File: src/sv/dsfm_pkg.sv
// Shared types, constants and codes for the direct-sound FIFO mixer.
package dsfm_pkg;

  // Default FIFO depth per channel
  localparam int FIFO_DEPTH_DEF = 32;

  // Input item function codes
  localparam logic [1:0] FUNC_TICK  = 2'd0;
  localparam logic [1:0] FUNC_TIMER = 2'd1;
  localparam logic [1:0] FUNC_WRITE = 2'd2;

  // Result kinds
  localparam logic KIND_SAMPLE  = 1'b0;
  localparam logic KIND_REQUEST = 1'b1;

  // Output sides
  localparam logic SIDE_RIGHT = 1'b0;
  localparam logic SIDE_LEFT  = 1'b1;

  // Configuration register indexes
  localparam logic [2:0] REG_VOLUME_A = 3'd0;
  localparam logic [2:0] REG_VOLUME_B = 3'd1;
  localparam logic [2:0] REG_ENABLES  = 3'd2;
  localparam logic [2:0] REG_TIMER_A  = 3'd3;
  localparam logic [2:0] REG_TIMER_B  = 3'd4;
  localparam logic [2:0] REG_BIAS     = 3'd5;

  localparam int CFG_DATA_W = 9;
  localparam logic [8:0] BIAS_RESET = 9'd256;

  // Tick accumulator: 12 stored bits, 13 while a tick is worked off
  localparam int ACC_W      = 12;
  localparam int ACC_WORK_W = 13;
  localparam logic [ACC_WORK_W-1:0] ACC_STEP = 13'd512;
  localparam logic [2:0] MAX_PAIRS = 3'd4;

  // Mixer constants
  localparam int MIX_W = 15;
  localparam int SUM_W = 12;
  localparam logic signed [SUM_W-1:0] CLAMP_MAX = 12'sh3FF;
  localparam logic signed [10:0] MIX_CENTER = 11'sh200;

  // Control bundle from the sequencer to the mix unit
  typedef struct packed {
    logic       en_a;
    logic       en_b;
    logic       full_a;
    logic       full_b;
    logic [8:0] bias;
  } mix_ctrl_t;

endpackage

File: src/sv/dsfm_ram.sv
// Generic single-write, single-read RAM with registered read data.
module dsfm_ram #(
  parameter int WIDTH = 8,
  parameter int DEPTH = 64
) (
  input  logic                     clk,
  input  logic                     we,
  input  logic [$clog2(DEPTH)-1:0] waddr,
  input  logic [WIDTH-1:0]         wdata,
  input  logic [$clog2(DEPTH)-1:0] raddr,
  output logic [WIDTH-1:0]         rdata
);

  logic [WIDTH-1:0] mem [DEPTH];

  always_ff @(posedge clk) begin
    if (we) begin
      mem[waddr] <= wdata;
    end
    rdata <= mem[raddr];
  end

endmodule

File: src/sv/dsfm_mix.sv
// Mix unit: scales enabled channels, adds bias, clamps, centers and scales by 20.
module dsfm_mix
  import dsfm_pkg::*;
(
  input  mix_ctrl_t               ctrl,
  input  logic signed [7:0]       sample_a,
  input  logic signed [7:0]       sample_b,
  output logic signed [MIX_W-1:0] mixed
);

  logic signed [SUM_W-1:0] term_a;
  logic signed [SUM_W-1:0] term_b;
  logic signed [SUM_W-1:0] sum;
  logic        [9:0]       clamped;
  logic signed [10:0]      centered;
  logic signed [MIX_W-1:0] wide;

  // Channel terms, x2 or x4
  always_comb begin
    term_a = '0;
    term_b = '0;
    if (ctrl.en_a) begin
      term_a = ctrl.full_a ? (SUM_W'(sample_a) <<< 2) : (SUM_W'(sample_a) <<< 1);
    end
    if (ctrl.en_b) begin
      term_b = ctrl.full_b ? (SUM_W'(sample_b) <<< 2) : (SUM_W'(sample_b) <<< 1);
    end
  end

  assign sum = term_a + term_b + $signed({3'b000, ctrl.bias});

  // Clamp to 0..1023
  always_comb begin
    if (sum < 0) begin
      clamped = '0;
    end else if (sum > CLAMP_MAX) begin
      clamped = CLAMP_MAX[9:0];
    end else begin
      clamped = sum[9:0];
    end
  end

  // Center and multiply by 20 as 16x + 4x
  assign centered = $signed({1'b0, clamped}) - MIX_CENTER;
  assign wide     = MIX_W'(centered);
  assign mixed    = (wide <<< 4) + (wide <<< 2);

endmodule

File: src/sv/direct_sound_fifo_mixer_unit.sv
// Top level: direct-sound FIFO mixer with sequencer, FIFO RAM and output register.
//
// Input channel (in_valid/in_ready): one item is a tick, a timer overflow or a
// FIFO byte write, chosen by func. in_ready is high only while the sequencer is
// idle; a write or an unused func finishes in the accept cycle.
// Output channel (out_valid/out_ready): one registered result slot. A tick gives
// up to four right/left pairs, one sample at a time, then a closing step that
// stores the accumulator. A timer overflow walks FIFO A then B; for each FIFO
// it matches the timer and issues the RAM read, loads the sample, then requests.
// The single shared mix unit and the one RAM read port make it work one step at a time.
// When the receiver stalls, the sequencer holds in place until the slot frees;
// no result is lost. 'last' marks the final result of an item.
// Configuration: cfg_we writes cfg_data into register cfg_index at once; it must
// be written only while the block is idle; the block itself does not enforce this.
// Reset (rst, synchronous): accumulator, FIFO pointers and counts, current
// samples cleared, registers to defaults (bias 256); FIFO RAM content is
// undefined and never read before it is written.
module direct_sound_fifo_mixer_unit
  import dsfm_pkg::*;
#(
  parameter int FIFO_DEPTH = FIFO_DEPTH_DEF
) (
  input  logic                    clk,
  input  logic                    rst,
  input  logic                    cfg_we,
  input  logic [2:0]              cfg_index,
  input  logic [CFG_DATA_W-1:0]   cfg_data,
  input  logic                    in_valid,
  output logic                    in_ready,
  input  logic [1:0]              func,
  input  logic [10:0]             tick_count,
  input  logic [1:0]              timer_id,
  input  logic                    fifo_select,
  input  logic signed [7:0]       sample_byte,
  output logic                    out_valid,
  input  logic                    out_ready,
  output logic                    kind,
  output logic                    side,
  output logic signed [MIX_W-1:0] mixed_value,
  output logic                    request_fifo,
  output logic                    last
);

  localparam int PTR_W = $clog2(FIFO_DEPTH);
  localparam int CNT_W = $clog2(FIFO_DEPTH + 1);
  localparam int AW    = $clog2(2 * FIFO_DEPTH);
  localparam logic [CNT_W-1:0] CNT_FULL = CNT_W'(FIFO_DEPTH);
  localparam logic [CNT_W-1:0] CNT_HALF = CNT_W'(FIFO_DEPTH / 2);
  localparam logic [PTR_W-1:0] PTR_LAST = PTR_W'(FIFO_DEPTH - 1);
  localparam logic [AW-1:0]    B_BASE   = AW'(FIFO_DEPTH);

  // Sequencer states
  localparam logic [2:0] S_IDLE   = 3'd0;
  localparam logic [2:0] S_TICK   = 3'd1;
  localparam logic [2:0] S_TICK_L = 3'd2;
  localparam logic [2:0] S_POP    = 3'd3;
  localparam logic [2:0] S_LOAD   = 3'd4;
  localparam logic [2:0] S_REQ    = 3'd5;

  // Configuration registers
  logic       volume_a_full;
  logic       volume_b_full;
  logic [3:0] output_enables;
  logic       timer_for_a;
  logic       timer_for_b;
  logic [8:0] bias_level;

  // Block state
  logic [2:0]            state;
  logic [ACC_W-1:0]      acc;
  logic [ACC_WORK_W-1:0] acc_work;
  logic [2:0]            pairs;
  logic [1:0]            tid;
  logic                  pf;
  logic [PTR_W-1:0]      rp  [2];
  logic [CNT_W-1:0]      cnt [2];
  logic signed [7:0]     cur [2];

  // Datapath signals
  logic                    accept;
  logic                    slot_free;
  logic                    more_pairs;
  logic                    out_load;
  logic [CNT_W:0]          wsum;
  logic [PTR_W-1:0]        wp;
  logic                    we;
  logic [AW-1:0]           waddr;
  logic [AW-1:0]           raddr;
  logic [7:0]              rdata;
  logic                    sel_match;
  logic [CNT_W-1:0]        cnt_b_after;
  logic                    b_req;
  logic                    mix_side;
  mix_ctrl_t               mix_ctrl;
  logic signed [MIX_W-1:0] mix_out;

  assign in_ready   = (state == S_IDLE);
  assign accept     = in_valid && in_ready;
  assign slot_free  = !out_valid || out_ready;
  assign more_pairs = (acc_work > ACC_STEP) && (pairs != MAX_PAIRS);

  // A result enters the output slot this cycle
  assign out_load = slot_free && (((state == S_TICK) && more_pairs) ||
                                  (state == S_TICK_L) ||
                                  ((state == S_REQ) && (cnt[pf] <= CNT_HALF)));

  // Push address: read pointer plus fill count, wrapped
  assign wsum  = (CNT_W + 1)'(rp[fifo_select]) + {1'b0, cnt[fifo_select]};
  assign wp    = (wsum >= (CNT_W + 1)'(FIFO_DEPTH)) ?
                 PTR_W'(wsum - (CNT_W + 1)'(FIFO_DEPTH)) : PTR_W'(wsum);
  assign waddr = fifo_select ? (B_BASE + AW'(wp)) : AW'(wp);
  assign we    = accept && (func == FUNC_WRITE) && (cnt[fifo_select] != CNT_FULL);

  // Pop address
  assign raddr = pf ? (B_BASE + AW'(rp[pf])) : AW'(rp[pf]);

  // Timer match and look-ahead on FIFO B's request for the last flag
  assign sel_match   = ({1'b0, (pf ? timer_for_b : timer_for_a)} == tid);
  assign cnt_b_after = (cnt[1] == '0) ? '0 : cnt[1] - 1'b1;
  assign b_req       = ({1'b0, timer_for_b} == tid) && (cnt_b_after <= CNT_HALF);

  // Mix unit control
  assign mix_side        = (state == S_TICK_L);
  assign mix_ctrl.en_a   = mix_side ? output_enables[1] : output_enables[0];
  assign mix_ctrl.en_b   = mix_side ? output_enables[3] : output_enables[2];
  assign mix_ctrl.full_a = volume_a_full;
  assign mix_ctrl.full_b = volume_b_full;
  assign mix_ctrl.bias   = bias_level;

  dsfm_ram #(
    .WIDTH (8),
    .DEPTH (2 * FIFO_DEPTH)
  ) u_ram (
    .clk   (clk),
    .we    (we),
    .waddr (waddr),
    .wdata (sample_byte),
    .raddr (raddr),
    .rdata (rdata)
  );

  dsfm_mix u_mix (
    .ctrl     (mix_ctrl),
    .sample_a (cur[0]),
    .sample_b (cur[1]),
    .mixed    (mix_out)
  );

  // Configuration registers
  always_ff @(posedge clk) begin
    if (rst) begin
      volume_a_full  <= 1'b0;
      volume_b_full  <= 1'b0;
      output_enables <= '0;
      timer_for_a    <= 1'b0;
      timer_for_b    <= 1'b0;
      bias_level     <= BIAS_RESET;
    end else if (cfg_we) begin
      case (cfg_index)
        REG_VOLUME_A: volume_a_full  <= cfg_data[0];
        REG_VOLUME_B: volume_b_full  <= cfg_data[0];
        REG_ENABLES:  output_enables <= cfg_data[3:0];
        REG_TIMER_A:  timer_for_a    <= cfg_data[0];
        REG_TIMER_B:  timer_for_b    <= cfg_data[0];
        REG_BIAS:     bias_level     <= cfg_data;
        default: ;
      endcase
    end
  end

  // Output slot valid flag
  always_ff @(posedge clk) begin
    if (rst) begin
      out_valid <= 1'b0;
    end else if (out_load) begin
      out_valid <= 1'b1;
    end else if (out_ready) begin
      out_valid <= 1'b0;
    end
  end

  // Sequencer, FIFO bookkeeping and output register
  always_ff @(posedge clk) begin
    if (rst) begin
      state     <= S_IDLE;
      acc       <= '0;
      acc_work  <= '0;
      pairs     <= '0;
      pf        <= 1'b0;
      rp[0]     <= '0;
      rp[1]     <= '0;
      cnt[0]    <= '0;
      cnt[1]    <= '0;
      cur[0]    <= '0;
      cur[1]    <= '0;
    end else begin
      case (state)
        S_IDLE: begin
          if (accept) begin
            tid <= timer_id;
            case (func)
              FUNC_TICK: begin
                acc_work <= {1'b0, acc} + ACC_WORK_W'(tick_count);
                pairs    <= '0;
                state    <= S_TICK;
              end
              FUNC_TIMER: begin
                pf    <= 1'b0;
                state <= S_POP;
              end
              FUNC_WRITE: begin
                if (we) begin
                  cnt[fifo_select] <= cnt[fifo_select] + 1'b1;
                end
              end
              default: ;
            endcase
          end
        end
        S_TICK: begin
          if (!more_pairs) begin
            acc   <= acc_work[ACC_W-1:0];
            state <= S_IDLE;
          end else if (slot_free) begin
            kind         <= KIND_SAMPLE;
            side         <= SIDE_RIGHT;
            mixed_value  <= mix_out;
            request_fifo <= 1'b0;
            last         <= 1'b0;
            acc_work     <= acc_work - ACC_STEP;
            pairs        <= pairs + 1'b1;
            state        <= S_TICK_L;
          end
        end
        S_TICK_L: begin
          if (slot_free) begin
            kind         <= KIND_SAMPLE;
            side         <= SIDE_LEFT;
            mixed_value  <= mix_out;
            request_fifo <= 1'b0;
            last         <= !more_pairs;
            state        <= S_TICK;
          end
        end
        S_POP: begin
          if (!sel_match) begin
            pf    <= 1'b1;
            state <= pf ? S_IDLE : S_POP;
          end else if (cnt[pf] != '0) begin
            // Read issued now; data lands in S_LOAD
            rp[pf]  <= (rp[pf] == PTR_LAST) ? '0 : rp[pf] + 1'b1;
            cnt[pf] <= cnt[pf] - 1'b1;
            state   <= S_LOAD;
          end else begin
            state <= S_REQ;
          end
        end
        S_LOAD: begin
          cur[pf] <= rdata;
          state   <= S_REQ;
        end
        S_REQ: begin
          if (cnt[pf] > CNT_HALF) begin
            pf    <= 1'b1;
            state <= pf ? S_IDLE : S_POP;
          end else if (slot_free) begin
            kind         <= KIND_REQUEST;
            side         <= SIDE_RIGHT;
            mixed_value  <= '0;
            request_fifo <= pf;
            last         <= pf || !b_req;
            pf           <= 1'b1;
            state        <= pf ? S_IDLE : S_POP;
          end
        end
        default: state <= S_IDLE;
      endcase
    end
  end

endmodule

File: config.mk
export PLATFORM = sky130hd
export DESIGN_NAME = direct_sound_fifo_mixer_unit
export DESIGN_NICKNAME = d
export VERILOG_FILES = /design/src/sv/dsfm_pkg.sv /design/src/sv/dsfm_ram.sv /design/src/sv/dsfm_mix.sv /design/src/sv/direct_sound_fifo_mixer_unit.sv
export SDC_FILE = /design/constraint.sdc
export NUM_CORES = 1
export LEC_CHECK = 0
export BUFFER_PORTS_ARGS = -buffer_cell sky130_fd_sc_hd__buf_4
export CORE_ASPECT_RATIO = 0.8
export CORE_UTILIZATION = 25
export CTS_CLUSTER_DIAMETER = 120
export DETAILED_ROUTE_END_ITERATION = 8
export GPL_ROUTABILITY_DRIVEN = 0
export GPL_TIMING_DRIVEN = 0
export PLACE_DENSITY = 0.41
export SLEW_MARGIN = 20
export SYNTH_ARGS = -nofsm -noshare
export SYNTH_HDL_FRONTEND = slang
export SYNTH_SLANG_ARGS = --single-unit
File: constraint.sdc
create_clock -name clk -period 9.09 [get_ports clk]
set_input_delay 0.4545 -clock clk [delete_from_list [all_inputs] [get_ports clk]]
set_output_delay 0.4545 -clock clk [all_outputs]
set_load 0.01 [all_outputs]
# [Yosys cells after proc, flatten, opt, wreduce, memory -nomap -nowiden]
# Memory sizes are Yosys's and may differ from the RTL's. A register that Yosys moved wholly into a read port is not among the register bits.
# Cells that the tools add are included.
# W data, S select, Z words.
[totals] register_bits=71 ram_bits=550 input_bits=41 out_inout_bits=21 elab_cells=217 mem_count=4
[op_classes] n_addsub=15 magnitude_cmp=7 n_eq_ne=29 n_mux=100 bitwise_logic=2 n_reduce_logical=42
[mem_list] memory="u_ram.mem" words=64 word_bits=8 read_ports=1 rd_clocked_by_memory_dff=1 write_ports=1 line_no="dsfm_ram.sv:14" source="logic [WIDTH-1:0] mem [DEPTH];"
[mem_list] memory="cur" words=2 word_bits=8 read_ports=2 rd_clocked_by_memory_dff=0 write_ports=2 line_no="direct_sound_fifo_mixer_unit.sv:77" source="logic signed [7:0] cur [2];"
[mem_list] memory="cnt" words=2 word_bits=6 read_ports=3 rd_clocked_by_memory_dff=1 write_ports=2 line_no="direct_sound_fifo_mixer_unit.sv:76" source="logic [CNT_W-1:0] cnt [2];"
[mem_list] memory="rp" words=2 word_bits=5 read_ports=2 rd_clocked_by_memory_dff=1 write_ports=2 line_no="direct_sound_fifo_mixer_unit.sv:75" source="logic [PTR_W-1:0] rp [2];"
[op_table] op="$mux W15" n=4
[op_table] op="$mux W1" n=55
[op_table] op="$mux W13" n=4
[op_table] op="$pmux W15 S3" n=1
[op_table] op="$mux W3" n=11
[op_table] op="$mux W6" n=5
[op_table] op="$pmux W13 S2" n=1
[op_table] op="$reduce_and A5 Y1" n=5
[op_table] op="$mux W12" n=2
[op_table] op="$mux W10" n=2
[op_table] op="$mux W9" n=2
[op_table] op="$pmux W3 S6" n=1
[op_table] op="$add A15 B13 Y15" n=1
[op_table] op="$mux W5" n=3
[op_table] op="$pmux W1 S3" n=5
[op_table] op="$reduce_and A2 Y1" n=7
[op_table] op="$add A12 B11 Y13" n=1
[op_table] op="$gt A13 B10 Y1 const B" n=1
[op_table] op="$sub A13 B10 Y13 const B" n=1
[op_table] op="$add A12 B10 Y12" n=1
[op_table] op="$add A12 B12 Y12" n=1
[op_table] op="$add A6 B5 Y6 const A" n=2
[op_table] op="$eq A3 B2 Y1 const B" n=4
[op_table] op="$eq A3 B3 Y1 const B" n=4
[op_table] op="other kinds (41)" n=71

# [Longest topological paths before layout]
# Gate-level depths: netlist of run 1.
[logic_depth] depth_word=13 ltp_mapped=26 ltp_nobuf=23

# [Hierarchy]
# A second synthesis of run 1 with hierarchy kept.
[hier_totals] cells_unflattened=1794 hier_area_um2=27711.6
[by_module_without_submodules] module="dsfm_ram" n_inst=1 cells_per_inst=972 area_each_um2=20190.6 seq_area_each_um2=15534.9
[by_module_without_submodules] module="direct_sound_fifo_mixer_unit" n_inst=1 cells_per_inst=633 area_each_um2=6037.0 seq_area_each_um2=2792.7
[by_module_without_submodules] module="dsfm_mix" n_inst=1 cells_per_inst=189 area_each_um2=1483.9 seq_area_each_um2=0.0

# [Least setup slack after synthesis of run 1]
# Ideal clock, no wire load.
[synth_path] kind="register to register" start="reg state[1]" end="reg mixed_value[10] (data pin)" setup_time_ps=257 t_arrival_ps=5676 t_required_ps=8833 slack_ps=3158 path_stages_with_launch=26 n_path_buf=2 period_less_slack_ps=5932 cell_sequence="dfxtp_1 clkbuf_1 nor2b_1 and2_1 clkbuf_1 mux2i_1 nor2_1 fa_1 ha_1 fa_1 a211oi_2 nor3_2 nor2_2 mux2i_2 o21a_1 ha_1 inv_1 fa_1 nor3_1 nor4_1 o21ai_0 o211ai_2 nor3_2 a21o_1 xnor2_1 o21ai_1"
[synth_between] elab_chain_cells=13 word_cells_on_any_way=18 cone_classes="add/sub (4); order compare (2); eq/ne (3); mux (9)"
[synth_rtl] item="start: declaration" line_no="direct_sound_fifo_mixer_unit.sv:69" source="logic [2:0] state;"
[synth_rtl] item="start signal: assignment" line_no="direct_sound_fifo_mixer_unit.sv:248" source="state <= pf ? S_IDLE : S_POP;"
[synth_rtl] item="start signal: assignment" line_no="direct_sound_fifo_mixer_unit.sv:265" source="state <= pf ? S_IDLE : S_POP;"
[synth_rtl] item="start signal: assignment" line_no="direct_sound_fifo_mixer_unit.sv:273" source="state <= pf ? S_IDLE : S_POP;"
[synth_rtl] item="$eq A3 B2 Y1" line_no="direct_sound_fifo_mixer_unit.sv:123, direct_sound_fifo_mixer_unit.sv:197"
[synth_rtl] item="$mux W1 (on tied branches)" line_no="direct_sound_fifo_mixer_unit.sv:124, direct_sound_fifo_mixer_unit.sv:125"
[synth_rtl] item="$mux W12 (on tied branches)" line_no="dsfm_mix.sv:22, dsfm_mix.sv:25"
[synth_rtl] item="$add A12 B12 Y12" line_no="dsfm_mix.sv:30" source="assign sum = term_a + term_b + $signed({3'b000, ctrl.bias});"
[synth_rtl] item="$add A12 B10 Y12" line_no="dsfm_mix.sv:30"
[synth_rtl] item="$gt A12 B11 Y1" line_no="dsfm_mix.sv:36" source="end else if (sum > CLAMP_MAX) begin"
[synth_rtl] item="$mux W10" line_no="dsfm_mix.sv:36"
[synth_rtl] item="$mux W10" line_no="dsfm_mix.sv:34" source="if (sum < 0) begin"
[synth_rtl] item="$sub A10 B10 Y11" line_no="dsfm_mix.sv:44" source="assign centered = $signed({1'b0, clamped}) - MIX_CENTER;"
[synth_rtl] item="$add A15 B13 Y15" line_no="dsfm_mix.sv:46" source="assign mixed = (wide <<< 4) + (wide <<< 2);"
[synth_rtl] item="$mux W15" line_no="direct_sound_fifo_mixer_unit.sv:224, direct_sound_fifo_mixer_unit.sv:236"
[synth_rtl] item="$mux W15" line_no="direct_sound_fifo_mixer_unit.sv:221" source="if (!more_pairs) begin"
[synth_rtl] item="$pmux W15 S3 *" line_no="direct_sound_fifo_mixer_unit.sv:197" source="case (state)"
[synth_rtl] item="end signal: assignment" line_no="direct_sound_fifo_mixer_unit.sv:227" source="mixed_value <= mix_out;"
[synth_rtl] item="end signal: assignment" line_no="direct_sound_fifo_mixer_unit.sv:239" source="mixed_value <= mix_out;"
[synth_rtl] item="end: declaration" line_no="direct_sound_fifo_mixer_unit.sv:39" source="output logic signed [MIX_W-1:0] mixed_value,"
# Mark *: on every way between the ends. The rest lies on a longest branch, timed or not. The select of a mux whose other input is x is not followed.
# A chain may end at the register's enable or synchronous reset.

# [Worst setup path after layout of run 1]
# Same ends and word-level chain as after synthesis.

==> run metrics, run 1 <==
CP Capture Point mixed_value[10]$_SDFFCE_PP0P_; Lkg Pwr 11.5 nW; met3 GRT Util 2.57%; Design Power 6.85 mW; buffers added on ports 58; Placed Area 30,600 um2; sequential element share of the synthesized area 65.0%; Main synth FF type edfxtp_1; worst hold path type in -> reg; Post-Route Skew 0.0339 ns; core footprint 111,000 um2; Pins Over Slew Limit 0; Mapped Area 28,200 um2; clk root buf clkbuf_16; vias in the first global route 19,400; EDFF count, synth 571; Initial Utilization 25.4%; most used routing layer met2; R2R setup slack 1.84 ns; GR Util met2 24.4%; Total GRT Usage 15.6%; layout cells sized above 1 10.3%; vias per cell 4.73; Nets 2,626; first-pass GRT wire length 130 mm; Ys Warns 0; largest net degree at the start of global routing 65; register area 18,300 um2; critical path endpoint category register; 1st-iter DRT viols 1,488; via count 19,300; Mapped Nets 2,493; H-tree depth 3; Arrival @ worst endpoint 7.64 ns; Routed Wire Length 89.3 mm; setup bufs post-CTS 0; antenna violations before repair 4; Area growth, synth to finish 16.7%; Final Setup Violations 0; worst r2r path cells 23; clock insertion delay at the later pin of the skew report 0.67 ns; Mean Syn Cell Area 11.7 um2; startpoint types register; max_slew headroom 4.03%; fill count 11,400; CP startpoint state[1]$_SDFFE_PP0P_; IO Count 62; die height 302 um; Worst Slack Setup Final 1.84 ns; Crit Path Category reg -> reg; P_int 5.13 mW; die area 114,000 um2; fmax 138 MHz; Final TNS setup 0 ns; cells after synthesis 2,402; switching pwr 1.72 mW; r2r endpoint mixed_value[10]$_SDFFCE_PP0P_; drt pass-1 iters 5; max-cap violation count 0; Final Cell Area 32,900 um2; CTS Buf Count 70; status finished, final reports clean; Core Rows 109; most common cell in the netlist nand2_1; Synth area leaders edfxtp_1 61%, nand2_1 8.0%, dfxtp_1 4.2%, and3_1 2.9%, nor2_1 2.3%; total gr overflow 0; most frequent cells after synthesis 598 x nand2_1, 571 x edfxtp_1, 175 x nor2_1; worst vdd ir 0.000130 V; Final Hold Viols 0; GR Util met1 22.5%; Yosys top cell area share 60.8%; Comb pwr share 10.0%; Layout Utilization 29.6%; DP HPWL 61.8 mm; crit-path max FO 9; area leader, netlist edfxtp_1; Post-route DRC 0; pre-CTS WS 1.93 ns; Die W 378 um; fraction of registers with async set/reset 0%; Slew @ Worst Pin 1.43 ns; clk slew on worst S/H paths 0.06 ns; fin cells 4,091; P per Cell Area 208 nW/um2; RSZ-0062 raised after global routing false; Clk pwr share 42.6%; WL/cell 21.8 um; Netlist cell types 78; Sw Ratio 25.2%; synthesized flop and latch total 630; antenna-violating nets left 0; final cycle utilization of the critical path 79.7%; launching point of the worst reg2reg path state[1]$_SDFFE_PP0P_; min Tclk post-route 7.25 ns; DP Cell Count 3,959; clk buf depth 3; TritonCTS clock tree done; CTS sink count 630; Reg power frac 47.4%; multi-input logic area 9170 um2; critical path required time 9.48 ns; Hold WS 0.0603 ns
-- sequential cells by signal (all words and copies together), names as in the netlist, 2 cells and up, named ones only --
signal          flops
pairs               3
cnt                12
output_enables      4
state               3
acc_work           13
u_ram.rdata         8
tid                 2
cur                16
u_ram.mem         512
bias_level          9
rp                 10
mixed_value        15
acc                12
-- power by group through the flow --
stage	clock, mW	sequential, mW	combinational [mW]
floorplan	0	3.30	0.390
global placement	0	3.31	0.678
detailed placement	0	3.31	0.688
CTS	2.98	3.25	0.692
global route	3.09	3.25	0.748
finish	2.92	3.25	0.685
-- cell type report --
| type | instances | area share [%] |
|---|---|---|
| diodes | 2 | 0.0152 |
| plain buffers | 140 | 1.85 |
| clock buffers | 97 | 5.95 |
| clock inverters | 31 | 1.16 |
| inverters | 36 | 0.410 |
| multi-input cells | 1596 | 27.8 |
| flip-flops and latches | 630 | 55.7 |
| well taps | 1498 | 5.69 |
| repair buffers | 61 | 1.42 |
-- worst max-delay path, cell delays in order, from the launching register on --
cell      delay (ns)
dfxtp_1         0.31
clkbuf_1        0.32
nor2b_1         0.32
and2_1          0.18
clkbuf_1        0.29
mux2i_1         0.70
nor2_1          0.17
fa_1            0.49
ha_1            0.25
fa_1            0.48
a211oi_2        0.36
nor3_2          0.15
nor2_2          0.20
mux2i_2         0.53
o21ai_0         0.33
fa_1            0.58
nor3_1          0.24
nor4_1          0.08
o21ai_0         0.24
o211ai_2        0.13
nor3_2          0.29
a21o_1          0.14
xnor2_1         0.13
o21ai_1         0.08
-- logic make-up after synthesis --
group	count (synthesis)	synth area share [%]
AOI/OAI and AO/OA	391	9.33
muxes	71	2.96
adders and majority gates	50	2.54
buffers and inverters	176	2.64
xor gates and xnor gates	48	1.49
and+or+nand+nor	1036	16.1
DFF	630	65.0
-- timing repair --
item,4_1_cts,5_1_grt
endpoints found under the hold margin,2,0
gates resized for setup,0,0
hold buffers,2,0
-- worst min-delay path by stage --
stage,cells past startpoint,start,slack (ns),endpoint
2_1_floorplan,2,bias_level[3]$_SDFFE_PP0P_,0.44,bias_level[3]$_SDFFE_PP0P_
3_3_place_gp,2,bias_level[3]$_SDFFE_PP0P_,0.45,bias_level[3]$_SDFFE_PP0P_
3_5_place_dp,2,bias_level[0]$_SDFFE_PP0P_,0.46,bias_level[0]$_SDFFE_PP0P_
4_1_cts,3,cfg_data[8],0.02,bias_level[8]$_SDFFE_PP1P_
5_1_grt,3,cfg_data[8],0.04,bias_level[8]$_SDFFE_PP1P_
6_report,3,cfg_data[8],0.06,bias_level[8]$_SDFFE_PP1P_
-- cells in the final DEF, fill, tap and decap left out, types with 7 or more instances in the layout --
cell         n
buf_2       47
clkinv_1     7
xnor2_1     29
clkbuf_1    97
or2_2        9
nand3_1     18
dfxtp_1     59
nor3_1      26
mux4_2       8
fa_1        12
o21ai_0     35
nor2_1     175
clkbuf_16   74
a311oi_1    67
a21oi_1    118
and3_1     133
clkinv_2     9
inv_1       34
a21o_1       9
a31oi_1     66
nand2b_1    12
ha_1        38
and2_1      22
nand2_1    598
buf_1       12
a211oi_1    40
xor2_1      19
buf_4       61
nor2b_1     11
mux2i_1     53
edfxtp_1   571
-- routing by layer --
layer,vias to the layer above,part of all wire (%)
li1,9008,-
met1,9731,49
met2,498,45
met3,101,4.9
met4,2,1.8
met5,-,0.015
(Power assumes the default switching activity.)
==> run 2: changes to the inputs <==
--- a/config.mk
+++ b/config.mk
@@ -12,7 +12,7 @@
 export DETAILED_ROUTE_END_ITERATION = 8
 export GPL_ROUTABILITY_DRIVEN = 0
 export GPL_TIMING_DRIVEN = 0
-export PLACE_DENSITY = 0.41
+export PLACE_DENSITY = 0.42
 export SLEW_MARGIN = 20
 export SYNTH_ARGS = -nofsm -noshare
 export SYNTH_HDL_FRONTEND = slang
==> constraint.sdc (replaced) <==
create_clock -name clk -period 5.9 [get_ports clk]
set_input_delay 0.295 -clock clk [delete_from_list [all_inputs] [get_ports clk]]
set_output_delay 0.295 -clock clk [all_outputs]
set_load 0.01 [all_outputs]
==> run 2 against run 1 <==
Core utilization hardly changed. Largest cell class unchanged. Via count is 0.56% higher. Sequential share of layout area fell by 0.059 points. Sequential power up 54%. Routed wire length shrank 1.3%.
==> run metrics, run 2 (synthesis gave the netlist of run 1 again) <==
Worst Hold End timer_for_b$_SDFFE_PP0P_; multi-input logic area 9260 um2; launching point of the worst reg2reg path state[1]$_SDFFE_PP0P_; Placed Area 30,500 um2; buffers added on ports 58; Largest regs u_ram.mem (512), cur (16), mixed_value (15); GR Util met1 22.5%; total gr overflow 0; layout cells sized above 1 10.7%; Final Setup Violations 0; R2R setup slack 0.35 ns; largest reg by FF count u_ram.mem; Post-Route Skew 0.0371 ns; Pins Over Slew Limit 0; register area 18,300 um2; Sw Ratio 25.6%; Hold WS 0.0636 ns; ant diodes 0; Reg power frac 48.7%; most frequent cells in the layout 598 x nand2_1, 571 x edfxtp_1, 175 x nor2_1, 133 x and3_1, 117 x a21oi_1; vias in the first global route 19,300; WL/cell 21.5 um; startpoint types register; Post-route DRC 0; status finished, final reports clean; largest net degree at the start of global routing 65; H-tree depth 3; fmax 180 MHz; Arrival @ worst endpoint 5.93 ns; pre-CTS WS -1.11 ns; leading cell type in the layout, fill and taps excluded nand2_1; crit-path max FO 9; worst hold stages 4; Largest register FFs 512; max-cap violation count 0; IO Count 62; max_slew headroom 22.9%; most used routing layer met2; Comb pwr share 10.3%; worst vdd ir 0.000205 V; HP Start cfg_index[0]; Clk pwr share 41.0%; via count 19,400; clk buf depth 3; antenna-violating nets left 0; core footprint 111,000 um2; min Tclk post-route 5.55 ns; CTS sink count 630; final cycle utilization of the critical path 94.1%; Lkg Pwr 11.5 nW; clock insertion delay at the later pin of the skew report 0.66 ns; DP HPWL 60.2 mm; Core Rows 109; P_int 7.65 mW; critical path required time 6.28 ns; worst r2r path cells 23; clk slew on worst S/H paths 0.06 ns; Die W 378 um; Crit Path Category reg -> reg; GR Util met2 24.1%; Worst Slack Setup Final 0.351 ns; 1st-iter DRT viols 1,584; clk root buf clkbuf_16; Nets 2,636; die area 114,000 um2; Area growth, synth to finish 16.9%; drt pass-1 iters 5; Total GRT Usage 15.5%; first-pass GRT wire length 129 mm; Initial Utilization 25.4%; switching pwr 2.63 mW; fill count 11,400; Routed Wire Length 88.1 mm; vias per cell 4.75; CTS Buf Count 67; met3 GRT Util 2.46%; Final Hold Viols 0; Slew @ Worst Pin 1.16 ns; die height 302 um; Final Cell Area 33,000 um2; TritonCTS clock tree done; critical path endpoint category register; r2r endpoint mixed_value[10]$_SDFFCE_PP0P_; P per Cell Area 312 nW/um2; worst hold path type in -> reg; antenna violations before repair 4
run 2: cell types whose count changed in the layout (fill, tap and decap cells not counted), moves of 3 or more:
cell	previous run	this run
buf_4	61	67
o21ai_1	6	9
o21ai_0	35	31
clkbuf_1	97	84
dlygate4sd3_1	2	12
clkinv_1	7	16
mux2i_2	3	0
clkbuf_16	74	68
mux2i_4	1	4
run 2: layout make-up:
cell class                 count  share of cell area, %
sequential                   630                   55.6
clock inverter                40                   1.23
timing repair buffer          77                   1.86
tap                         1498                   5.69
inverter                      36                  0.410
clock buffer                  80                   5.30
buffer                       137                   1.83
multi-input combinational   1596                   28.1
run 2: worst max path at each step:
stage	startpoint	endpoint	slack, ns	cells past startpoint
final	state[1]$_SDFFE_PP0P_	mixed_value[10]$_SDFFCE_PP0P_	0.35	23
after global routing	state[0]$_SDFFE_PP0P_	mixed_value[12]$_SDFFCE_PP0P_	-0.01	25
after CTS	state[1]$_SDFFE_PP0P_	mixed_value[10]$_SDFFCE_PP0P_	0.01	23
after detailed placement	state[1]$_SDFFE_PP0P_	mixed_value[10]$_SDFFCE_PP0P_	-1.11	25
after global placement	state[1]$_SDFFE_PP0P_	mixed_value[10]$_SDFFCE_PP0P_	-1.12	25
after floorplan	state[1]$_SDFFE_PP0P_	mixed_value[10]$_SDFFCE_PP0P_	0.007	25
run 2: critical path, cell delays in order, from the launching register on:
cell	delay (ns)
dfxtp_4	0.39
nor2b_4	0.20
and2_4	0.23
mux2i_4	0.29
nor2_1	0.09
fa_1	0.46
ha_1	0.27
fa_2	0.42
a211oi_4	0.35
nor3_4	0.12
nor2_4	0.16
mux2i_4	0.33
a21o_1	0.18
ha_1	0.18
inv_1	0.06
fa_2	0.40
nor3_2	0.21
nor4_1	0.07
o21ai_1	0.17
o211ai_2	0.13
nor3_2	0.27
a21o_1	0.14
xnor2_1	0.11
o21ai_1	0.07
run 2: power groups by stage:
stage	logic (mW)	clock network, mW	registers [mW]
floorplan	0.601	0	5.09
CTS	1.06	4.32	5.01
detailed placement	1.05	0	5.10
global route	1.15	4.49	5.01
global placement	1.03	0	5.10
finish	1.06	4.22	5.00
run 2: timing repair:
action                                  in CTS  in global routing
endpoints found under the hold margin       21                  0
buffers inserted                             3                  3
endpoints found under the setup margin       9                  6
resized for setup                            9                 21
pin swaps                                    3                  5
cloned                                       0                  0
hold buffers                                12                  0
run 2: metal layers:
layer	vias up	routed length [um]
li1	9026	-
met1	9805	42700
met2	527	39100
met3	90	4790
met4	0	1530
met5	-	0
run 2: per-stage QoR:
| step | TNS, ns | cells | util [%] | power (mW) |
|---|---|---|---|---|
| 4_1_cts | 0 | 4091 | 29.6 | 10.4 |
| 5_1_grt | -0.0117 | 4094 | 29.7 | 10.7 |
| 6_report | 0 | 4094 | 29.7 | 10.3 |
| 3_3_place_gp | -5.75 | 3958 | 27.5 | 6.13 |
| 2_1_floorplan | 0 | 2402 | - | 5.69 |
| 3_5_place_dp | -5.87 | 3959 | 27.5 | 6.14 |
